===== src/i2sapm_pkg.sv =====
package i2sapm_pkg;

  // Number of I2S data lines and channels (left and right slot per line).
  localparam int unsigned NUM_LINES    = 3;
  localparam int unsigned NUM_CHANNELS = 6;

  localparam int unsigned RAW_W    = 32;
  localparam int unsigned SAMPLE_W = 24;
  localparam int unsigned PEAK_W   = 16;
  localparam int unsigned SHIFT_W  = 4;

  // Configuration port.
  localparam int unsigned CFG_IDX_W  = 2;
  localparam int unsigned CFG_DATA_W = SHIFT_W;

  localparam logic [CFG_IDX_W-1:0] CFG_MUTE        = 2'd0;
  localparam logic [CFG_IDX_W-1:0] CFG_LEFT_SHIFT  = 2'd1;
  localparam logic [CFG_IDX_W-1:0] CFG_RIGHT_SHIFT = 2'd2;

  localparam logic               MUTE_RESET        = 1'b0;
  localparam logic [SHIFT_W-1:0] LEFT_SHIFT_RESET  = 4'd4;
  localparam logic [SHIFT_W-1:0] RIGHT_SHIFT_RESET = 4'd1;

  // Result kinds.
  localparam logic KIND_SAMPLE = 1'b0;
  localparam logic KIND_METER  = 1'b1;

  typedef struct packed {
    logic [RAW_W-1:0] line0_left_raw;
    logic [RAW_W-1:0] line0_right_raw;
    logic [RAW_W-1:0] line1_left_raw;
    logic [RAW_W-1:0] line1_right_raw;
    logic [RAW_W-1:0] line2_left_raw;
    logic [RAW_W-1:0] line2_right_raw;
  } in_t;

  typedef struct packed {
    logic                       kind;
    logic signed [SAMPLE_W-1:0] value0;
    logic signed [SAMPLE_W-1:0] value1;
    logic signed [SAMPLE_W-1:0] value2;
    logic signed [SAMPLE_W-1:0] value3;
    logic signed [SAMPLE_W-1:0] value4;
    logic signed [SAMPLE_W-1:0] value5;
    logic [RAW_W-1:0]           line0_peak_raw;
    logic [RAW_W-1:0]           line1_peak_raw;
    logic [RAW_W-1:0]           line2_peak_raw;
    logic                       last;
  } out_t;

endpackage


===== src/i2sapm_align.sv =====
module i2sapm_align
  import i2sapm_pkg::*;
(
  input  logic [RAW_W-1:0]    raw,
  input  logic [SHIFT_W-1:0]  shift,
  output logic [SAMPLE_W-1:0] sample,
  output logic [PEAK_W-1:0]   mag
);

  logic [RAW_W-1:0]    shifted;
  logic [SAMPLE_W-1:0] abs_val;

  // Bits pushed past bit 31 are dropped; the top 24 bits form the sample.
  assign shifted = raw << shift;
  assign sample  = shifted[RAW_W-1 -: SAMPLE_W];

  // The most negative sample maps to 0x800000, which is still correct unsigned.
  assign abs_val = sample[SAMPLE_W-1] ? (~sample + {{(SAMPLE_W-1){1'b0}}, 1'b1}) : sample;
  assign mag     = abs_val[SAMPLE_W-1 -: PEAK_W];

endmodule


===== src/i2s_six_channel_align_peak_meter_unit.sv =====
// Channel   Direction  Handshake             Payload
// in_       input      in_valid / in_stall   in_data   (in_t, six raw slot words)
// out_      output     out_valid / out_stall out_data  (out_t, sample or meter result)
// cfg_      input      cfg_we                cfg_index, cfg_wdata
//
// One request is taken per cycle while in_stall is low; its sample result sits
// in the output register in the cycle after acceptance, and the input stalls
// while that result waits under out_stall. On the last sample of a frame the
// meter result is held in a second register and follows the sample result;
// the input stalls while it waits. Reset (rst_n low at a clock edge) clears the
// meters, the frame counter and the output valid and sets mute off, shifts 4, 1.
// in_stall follows out_stall combinationally if out_valid and no meter waits.
module i2s_six_channel_align_peak_meter_unit
  import i2sapm_pkg::*;
#(
  parameter int unsigned FRAME_SAMPLES = 48
) (
  input  logic                  clk,
  input  logic                  rst_n,

  input  logic                  in_valid,
  output logic                  in_stall,
  input  in_t                   in_data,

  output logic                  out_valid,
  input  logic                  out_stall,
  output out_t                  out_data,

  input  logic                  cfg_we,
  input  logic [CFG_IDX_W-1:0]  cfg_index,
  input  logic [CFG_DATA_W-1:0] cfg_wdata
);

  // The frame counter runs from 0 to FRAME_SAMPLES-1.
  localparam int unsigned IDX_W = (FRAME_SAMPLES > 1) ? $clog2(FRAME_SAMPLES) : 1;
  localparam logic [IDX_W-1:0] IDX_LAST = IDX_W'(FRAME_SAMPLES - 1);

  // Configuration registers.
  logic               mute_r;
  logic [SHIFT_W-1:0] left_shift_r;
  logic [SHIFT_W-1:0] right_shift_r;

  // Meter state.
  logic [IDX_W-1:0]  idx_r, idx_nxt;
  logic [PEAK_W-1:0] ch_peak_r   [NUM_CHANNELS];
  logic [PEAK_W-1:0] ch_peak_nxt [NUM_CHANNELS];
  logic [PEAK_W-1:0] ln_peak_r   [NUM_LINES];
  logic [PEAK_W-1:0] ln_peak_nxt [NUM_LINES];
  logic [RAW_W-1:0]  ln_word_r   [NUM_LINES];
  logic [RAW_W-1:0]  ln_word_nxt [NUM_LINES];

  // Output side: result register plus one waiting meter result.
  logic out_valid_r, out_valid_nxt;
  out_t out_data_r, out_data_nxt;
  logic meter_pend_r, meter_pend_nxt;
  out_t meter_data_r, meter_data_nxt;

  logic in_accept;
  logic out_free;
  logic frame_end;

  logic [RAW_W-1:0]    raw      [NUM_CHANNELS];
  logic [SAMPLE_W-1:0] sample   [NUM_CHANNELS];
  logic [PEAK_W-1:0]   mag      [NUM_CHANNELS];
  logic [SAMPLE_W-1:0] value    [NUM_CHANNELS];
  logic [PEAK_W-1:0]   ln_mid_peak [NUM_LINES];
  logic [RAW_W-1:0]    ln_mid_word [NUM_LINES];

  out_t sample_res;
  out_t meter_res;

  assign raw[0] = in_data.line0_left_raw;
  assign raw[1] = in_data.line0_right_raw;
  assign raw[2] = in_data.line1_left_raw;
  assign raw[3] = in_data.line1_right_raw;
  assign raw[4] = in_data.line2_left_raw;
  assign raw[5] = in_data.line2_right_raw;

  // One aligner per channel; even channels are left slots, odd are right slots.
  for (genvar c = 0; c < NUM_CHANNELS; c++) begin : g_lane
    i2sapm_align u_align (
      .raw    (raw[c]),
      .shift  ((c % 2 == 0) ? left_shift_r : right_shift_r),
      .sample (sample[c]),
      .mag    (mag[c])
    );

    assign ch_peak_nxt[c] = (mag[c] > ch_peak_r[c]) ? mag[c] : ch_peak_r[c];
    assign value[c]       = mute_r ? '0 : sample[c];
  end

  // Per line the left slot is compared first, then the right slot against the
  // possibly updated peak. Ties keep the earlier word.
  for (genvar l = 0; l < NUM_LINES; l++) begin : g_line
    assign ln_mid_peak[l] = (mag[2*l] > ln_peak_r[l]) ? mag[2*l] : ln_peak_r[l];
    assign ln_mid_word[l] = (mag[2*l] > ln_peak_r[l]) ? raw[2*l] : ln_word_r[l];
    assign ln_peak_nxt[l] = (mag[2*l+1] > ln_mid_peak[l]) ? mag[2*l+1] : ln_mid_peak[l];
    assign ln_word_nxt[l] = (mag[2*l+1] > ln_mid_peak[l]) ? raw[2*l+1] : ln_mid_word[l];
  end

  assign frame_end = (idx_r == IDX_LAST);

  // Handshake. A request is taken only when the output register can be loaded
  // at the same edge and no meter result is still waiting.
  assign out_free  = !out_valid_r || !out_stall;
  assign in_stall  = meter_pend_r || (out_valid_r && out_stall);
  assign in_accept = in_valid && !in_stall;

  assign out_valid = out_valid_r;
  assign out_data  = out_data_r;

  always_comb begin
    sample_res                = '0;
    sample_res.kind           = KIND_SAMPLE;
    sample_res.value0         = value[0];
    sample_res.value1         = value[1];
    sample_res.value2         = value[2];
    sample_res.value3         = value[3];
    sample_res.value4         = value[4];
    sample_res.value5         = value[5];
    sample_res.last           = !frame_end;

    // The meter result reports the peaks including this last sample.
    meter_res                 = '0;
    meter_res.kind            = KIND_METER;
    meter_res.value0          = SAMPLE_W'(ch_peak_nxt[0]);
    meter_res.value1          = SAMPLE_W'(ch_peak_nxt[1]);
    meter_res.value2          = SAMPLE_W'(ch_peak_nxt[2]);
    meter_res.value3          = SAMPLE_W'(ch_peak_nxt[3]);
    meter_res.value4          = SAMPLE_W'(ch_peak_nxt[4]);
    meter_res.value5          = SAMPLE_W'(ch_peak_nxt[5]);
    meter_res.line0_peak_raw  = ln_word_nxt[0];
    meter_res.line1_peak_raw  = ln_word_nxt[1];
    meter_res.line2_peak_raw  = ln_word_nxt[2];
    meter_res.last            = 1'b1;
  end

  always_comb begin
    out_valid_nxt  = out_valid_r;
    out_data_nxt   = out_data_r;
    meter_pend_nxt = meter_pend_r;
    meter_data_nxt = meter_data_r;

    if (out_free) begin
      if (meter_pend_r) begin
        out_valid_nxt  = 1'b1;
        out_data_nxt   = meter_data_r;
        meter_pend_nxt = 1'b0;
      end else if (in_accept) begin
        out_valid_nxt  = 1'b1;
        out_data_nxt   = sample_res;
      end else begin
        out_valid_nxt  = 1'b0;
      end
    end

    if (in_accept && frame_end) begin
      meter_pend_nxt = 1'b1;
      meter_data_nxt = meter_res;
    end
  end

  always_comb begin
    idx_nxt = idx_r;
    if (in_accept) begin
      idx_nxt = frame_end ? '0 : idx_r + 1'b1;
    end
  end

  always_ff @(posedge clk) begin
    if (!rst_n) begin
      out_valid_r  <= 1'b0;
      meter_pend_r <= 1'b0;
      idx_r        <= '0;
      for (int c = 0; c < NUM_CHANNELS; c++) begin
        ch_peak_r[c] <= '0;
      end
      for (int l = 0; l < NUM_LINES; l++) begin
        ln_peak_r[l] <= '0;
        ln_word_r[l] <= '0;
      end
    end else begin
      out_valid_r  <= out_valid_nxt;
      meter_pend_r <= meter_pend_nxt;
      idx_r        <= idx_nxt;
      if (in_accept) begin
        // The frame's meters start over once the meter result is captured.
        for (int c = 0; c < NUM_CHANNELS; c++) begin
          ch_peak_r[c] <= frame_end ? '0 : ch_peak_nxt[c];
        end
        for (int l = 0; l < NUM_LINES; l++) begin
          ln_peak_r[l] <= frame_end ? '0 : ln_peak_nxt[l];
          ln_word_r[l] <= frame_end ? '0 : ln_word_nxt[l];
        end
      end
    end
  end

  always_ff @(posedge clk) begin
    out_data_r   <= out_data_nxt;
    meter_data_r <= meter_data_nxt;
  end

  // Configuration writes; an index beyond the register list is ignored.
  always_ff @(posedge clk) begin
    if (!rst_n) begin
      mute_r        <= MUTE_RESET;
      left_shift_r  <= LEFT_SHIFT_RESET;
      right_shift_r <= RIGHT_SHIFT_RESET;
    end else if (cfg_we) begin
      unique case (cfg_index)
        CFG_MUTE:        mute_r        <= cfg_wdata[0];
        CFG_LEFT_SHIFT:  left_shift_r  <= cfg_wdata[SHIFT_W-1:0];
        CFG_RIGHT_SHIFT: right_shift_r <= cfg_wdata[SHIFT_W-1:0];
        default: begin
        end
      endcase
    end
  end

endmodule


===== config.mk =====
export PLATFORM = sky130hd
export DESIGN_NAME = i2s_six_channel_align_peak_meter_unit
export DESIGN_NICKNAME = d
export VERILOG_FILES = /design/src/i2sapm_pkg.sv /design/src/i2sapm_align.sv /design/src/i2s_six_channel_align_peak_meter_unit.sv
export SDC_FILE = /design/constraint.sdc
export NUM_CORES = 2
export LEC_CHECK = 0
export ABC_AREA = 0
export ABC_CLOCK_PERIOD_IN_PS = 35300
export BUFFER_PORTS_ARGS = -buffer_cell sky130_fd_sc_hd__buf_2
export CAP_MARGIN = 25
export CORE_MARGIN = 1.5
export CORE_UTILIZATION = 67
export CTS_BUF_LIST = sky130_fd_sc_hd__clkbuf_8
export DETAILED_ROUTE_END_ITERATION = 12
export PLACE_DENSITY = 0.89
export SYNTH_ARGS = -nofsm -noshare
export SYNTH_HDL_FRONTEND = slang
export SYNTH_SLANG_ARGS = --single-unit

===== constraint.sdc =====
create_clock -name clk -period 35.3 [get_ports clk]
set_input_delay 1.765 -clock clk [delete_from_list [all_inputs] [get_ports clk]]
set_output_delay 1.765 -clock clk [all_outputs]
set_load 0.05 [all_outputs]

==> results.tsv <==
metric	value	unit
status	completed	
vdd_drop_max	50.2	uV
wl_per_cell	27.1	um
clk_latency	780	ps
htreeDepth	3	
ant_nets	0	
relSlewSlack	29.3	%
p_leak	20.0	nW
synth_cell_type_count	95	
seq_area_frac_synth	45.7	%
start_util	68.1	%
antenna_found_initial	28	
syn2layout_area_growth	10.9	%
post_dp_cell_area	0.0477	mm^2
drt-total-wl	144	mm
drcViolationCount	0	
fin_util	75.5	%
firstDrtPassIters	8	
routed_via_density	6.84	
syn-instance-count	3974	
tightest_slew	1050	ps
ys_ff_latch	691	
layout_common_cells	674 x edfxtp_1, 446 x buf_2, 354 x nand2_1, 320 x and2_1, 246 x nor2_1	
fin_crit	9640	ps
final_hold_viol_count	0	
dieArea	0.0688	mm^2
syn-num-nets	4370	
slew_violations	0	
fill_cells	4327	
grt_pass1_wl	214	mm
cp-end-kind	register	
synth.avg_cell_area	11.3	um^2
dr_total_vias	36378	
postCtsResizedCells	0	
max_freq	104	MHz
critPathTopFamily	compound AO/OA/AOI/OAI gates	
grt_pass1_vias	35473	
layout_commonest_cell	edfxtp_1	
drive_gt1_share	23.6	%
worst-path-max-fanout	75	
path_buf_inv	5	
finalSetupViolCount	0	
globalRoute.totalOverflow	0	
nets	4734	
core	0.0662	mm^2
gp_congestion	0.987	
critPathLaunchType	register	
synth_flop_cell	edfxtp_1	
drtIter0Drc	4574	
synthArstFlopShare	0	%
power_density	57.7	mW/mm^2
fin_tns_setup	0	ps
dp_hpwl	104	mm
cts_buffers	112	
cts_tree	built	
crit_required	35860	ps
grt_use_total	41.2	%
holdBufCountCts	0	
maxCapViolations	0	
cts_sinks	691	
rsz0062_at_grt	false	
crit_top_cell	buf_4	
syn_area	0.0451	mm^2
fp-row-count	94	
synth_top_area_cell	edfxtp_1	
stdcell_area	0.0500	mm^2
fin_skew	56.5	ps
slowest_stage	buf_4	
crit_type	reg -> reg	
synth_edf_count	674	
yosysWarnings	0	
post_cts_buffers	0	
cts_buffer_depth	3	
min_path_type	reg -> reg	
clk_pin_slew_worst_paths	70	ps
portBuffers	446	
fin_crit_sh	27.3	%
grt_max_degree	134	
die_height	262	um
die_w	262	um
netlist.area_leader.share	44.9	%
yosys-top-cells-area	edfxtp_1 45%, mux4_2 8.7%, ha_1 5.4%	
root_buffer	clkbuf_8	
pin_count	447	
worstPathArrival	10200	ps
critPathMaxStageDelay	700	ps
## layer usage
| metal | global-route usage (%) | wire, um | up-vias |
|---|---|---|---|
| li1 | - | - | 15711 |
| met1 | 47.5 | 46800 | 17383 |
| met2 | 66.9 | 68000 | 2621 |
| met3 | 9.39 | 16200 | 635 |
| met4 | 32.0 | 12700 | 28 |
| met5 | 0 | 176 | - |
## cells by family after synthesis
logic type                 Yosys count  synth area share (%)
xor gates and xnor gates            87                  1.69
and+or+nand+nor                   1205                  13.4
buffers and inverters              435                  4.24
adders and majority gates          193                  5.36
AOI/OAI and AO/OA                  794                  11.4
muxes                              569                  18.3
DFF                                691                  45.7
## power by group
group | internal (mW) | switching [mW]
Combinational | 0.399 | 0.732
Sequential | 1.04 | 0.0319
Clock | 0.338 | 0.344
Total | 1.78 | 1.11
## registers in the layout, indices dropped and copies added (netlist names)
signal	flops
left_shift_r	4
ln_peak_r	48
meter_data_r	192
mute_r	1
out_valid	1
meter_pend_r	1
out_data	242
ln_word_r	96
idx_r	6
right_shift_r	4
ch_peak_r	96
## Yosys cell counts, types with 13 or more instances
master,count
nand2_1,355
ha_1,193
nor2_1,249
inv_1,175
buf_2,55
buf_4,16
mux2_2,146
a21o_1,58
xnor2_1,58
nand3_1,38
buf_1,28
xor2_1,29
nand2b_1,24
o211ai_1,17
o31ai_1,21
a22o_1,43
o21a_1,29
o21ai_0,200
mux2i_1,235
and3_1,17
nor3_1,35
o22ai_1,13
a211oi_1,29
nor2b_1,32
edfxtp_1,674
a21oi_1,200
mux4_2,175
and2_1,320
nor4_1,14
nand4_1,48
dfxtp_1,17
or2_2,17
clkbuf_1,145
a31oi_1,62
## path summary, 6_finish.rpt
| path | from | endpoint | slack, ps | depth (start not counted) |
|---|---|---|---|---|
| max reg2reg | left_shift_r[0] | ln_peak_r[0][6] | 25660 | 25 |
| min reg2reg | idx_r[1] | idx_r[1] | 500 | 2 |
| max | left_shift_r[0] | ln_peak_r[0][6] | 25660 | 25 |
| min | idx_r[1] | idx_r[1] | 500 | 2 |
## through the flow
stage	setup slack [ps]	hold WS (ps)	std cells	total power [mW]
6_report	25660	504	5317	2.89
3_3_place_gp	25760	474	5080	2.14
4_1_cts	25780	496	5286	2.86
5_1_grt	25050	522	5302	3.02
2_1_floorplan	20930	429	3974	1.88
3_5_place_dp	25530	491	5081	2.18
## final cells by class
class | instances | area (um^2) | share of cell area, %
tap | 864 | 1080 | 2.16
clock inverter | 93 | 583 | 1.17
multi-input combinational | 2848 | 22700 | 45.3
timing repair buffer | 509 | 2810 | 5.61
clock buffer | 112 | 1540 | 3.08
inverter | 176 | 661 | 1.32
sequential | 691 | 20600 | 41.2
antenna | 24 | 60.1 | 0.120
## worst register-to-register path: cells and delay by family (launching register included)
kind	cells	cell delay, ps
AO/OA/AOI/OAI	11	2920
buffers and inverters	5	2440
AND/OR/NAND/NOR	5	1880
adder cells (fa/ha/maj)	2	680
flip-flops	1	660
multiplexers	1	500
XOR/XNOR	1	330
Power figures use the tool's default switching activity.
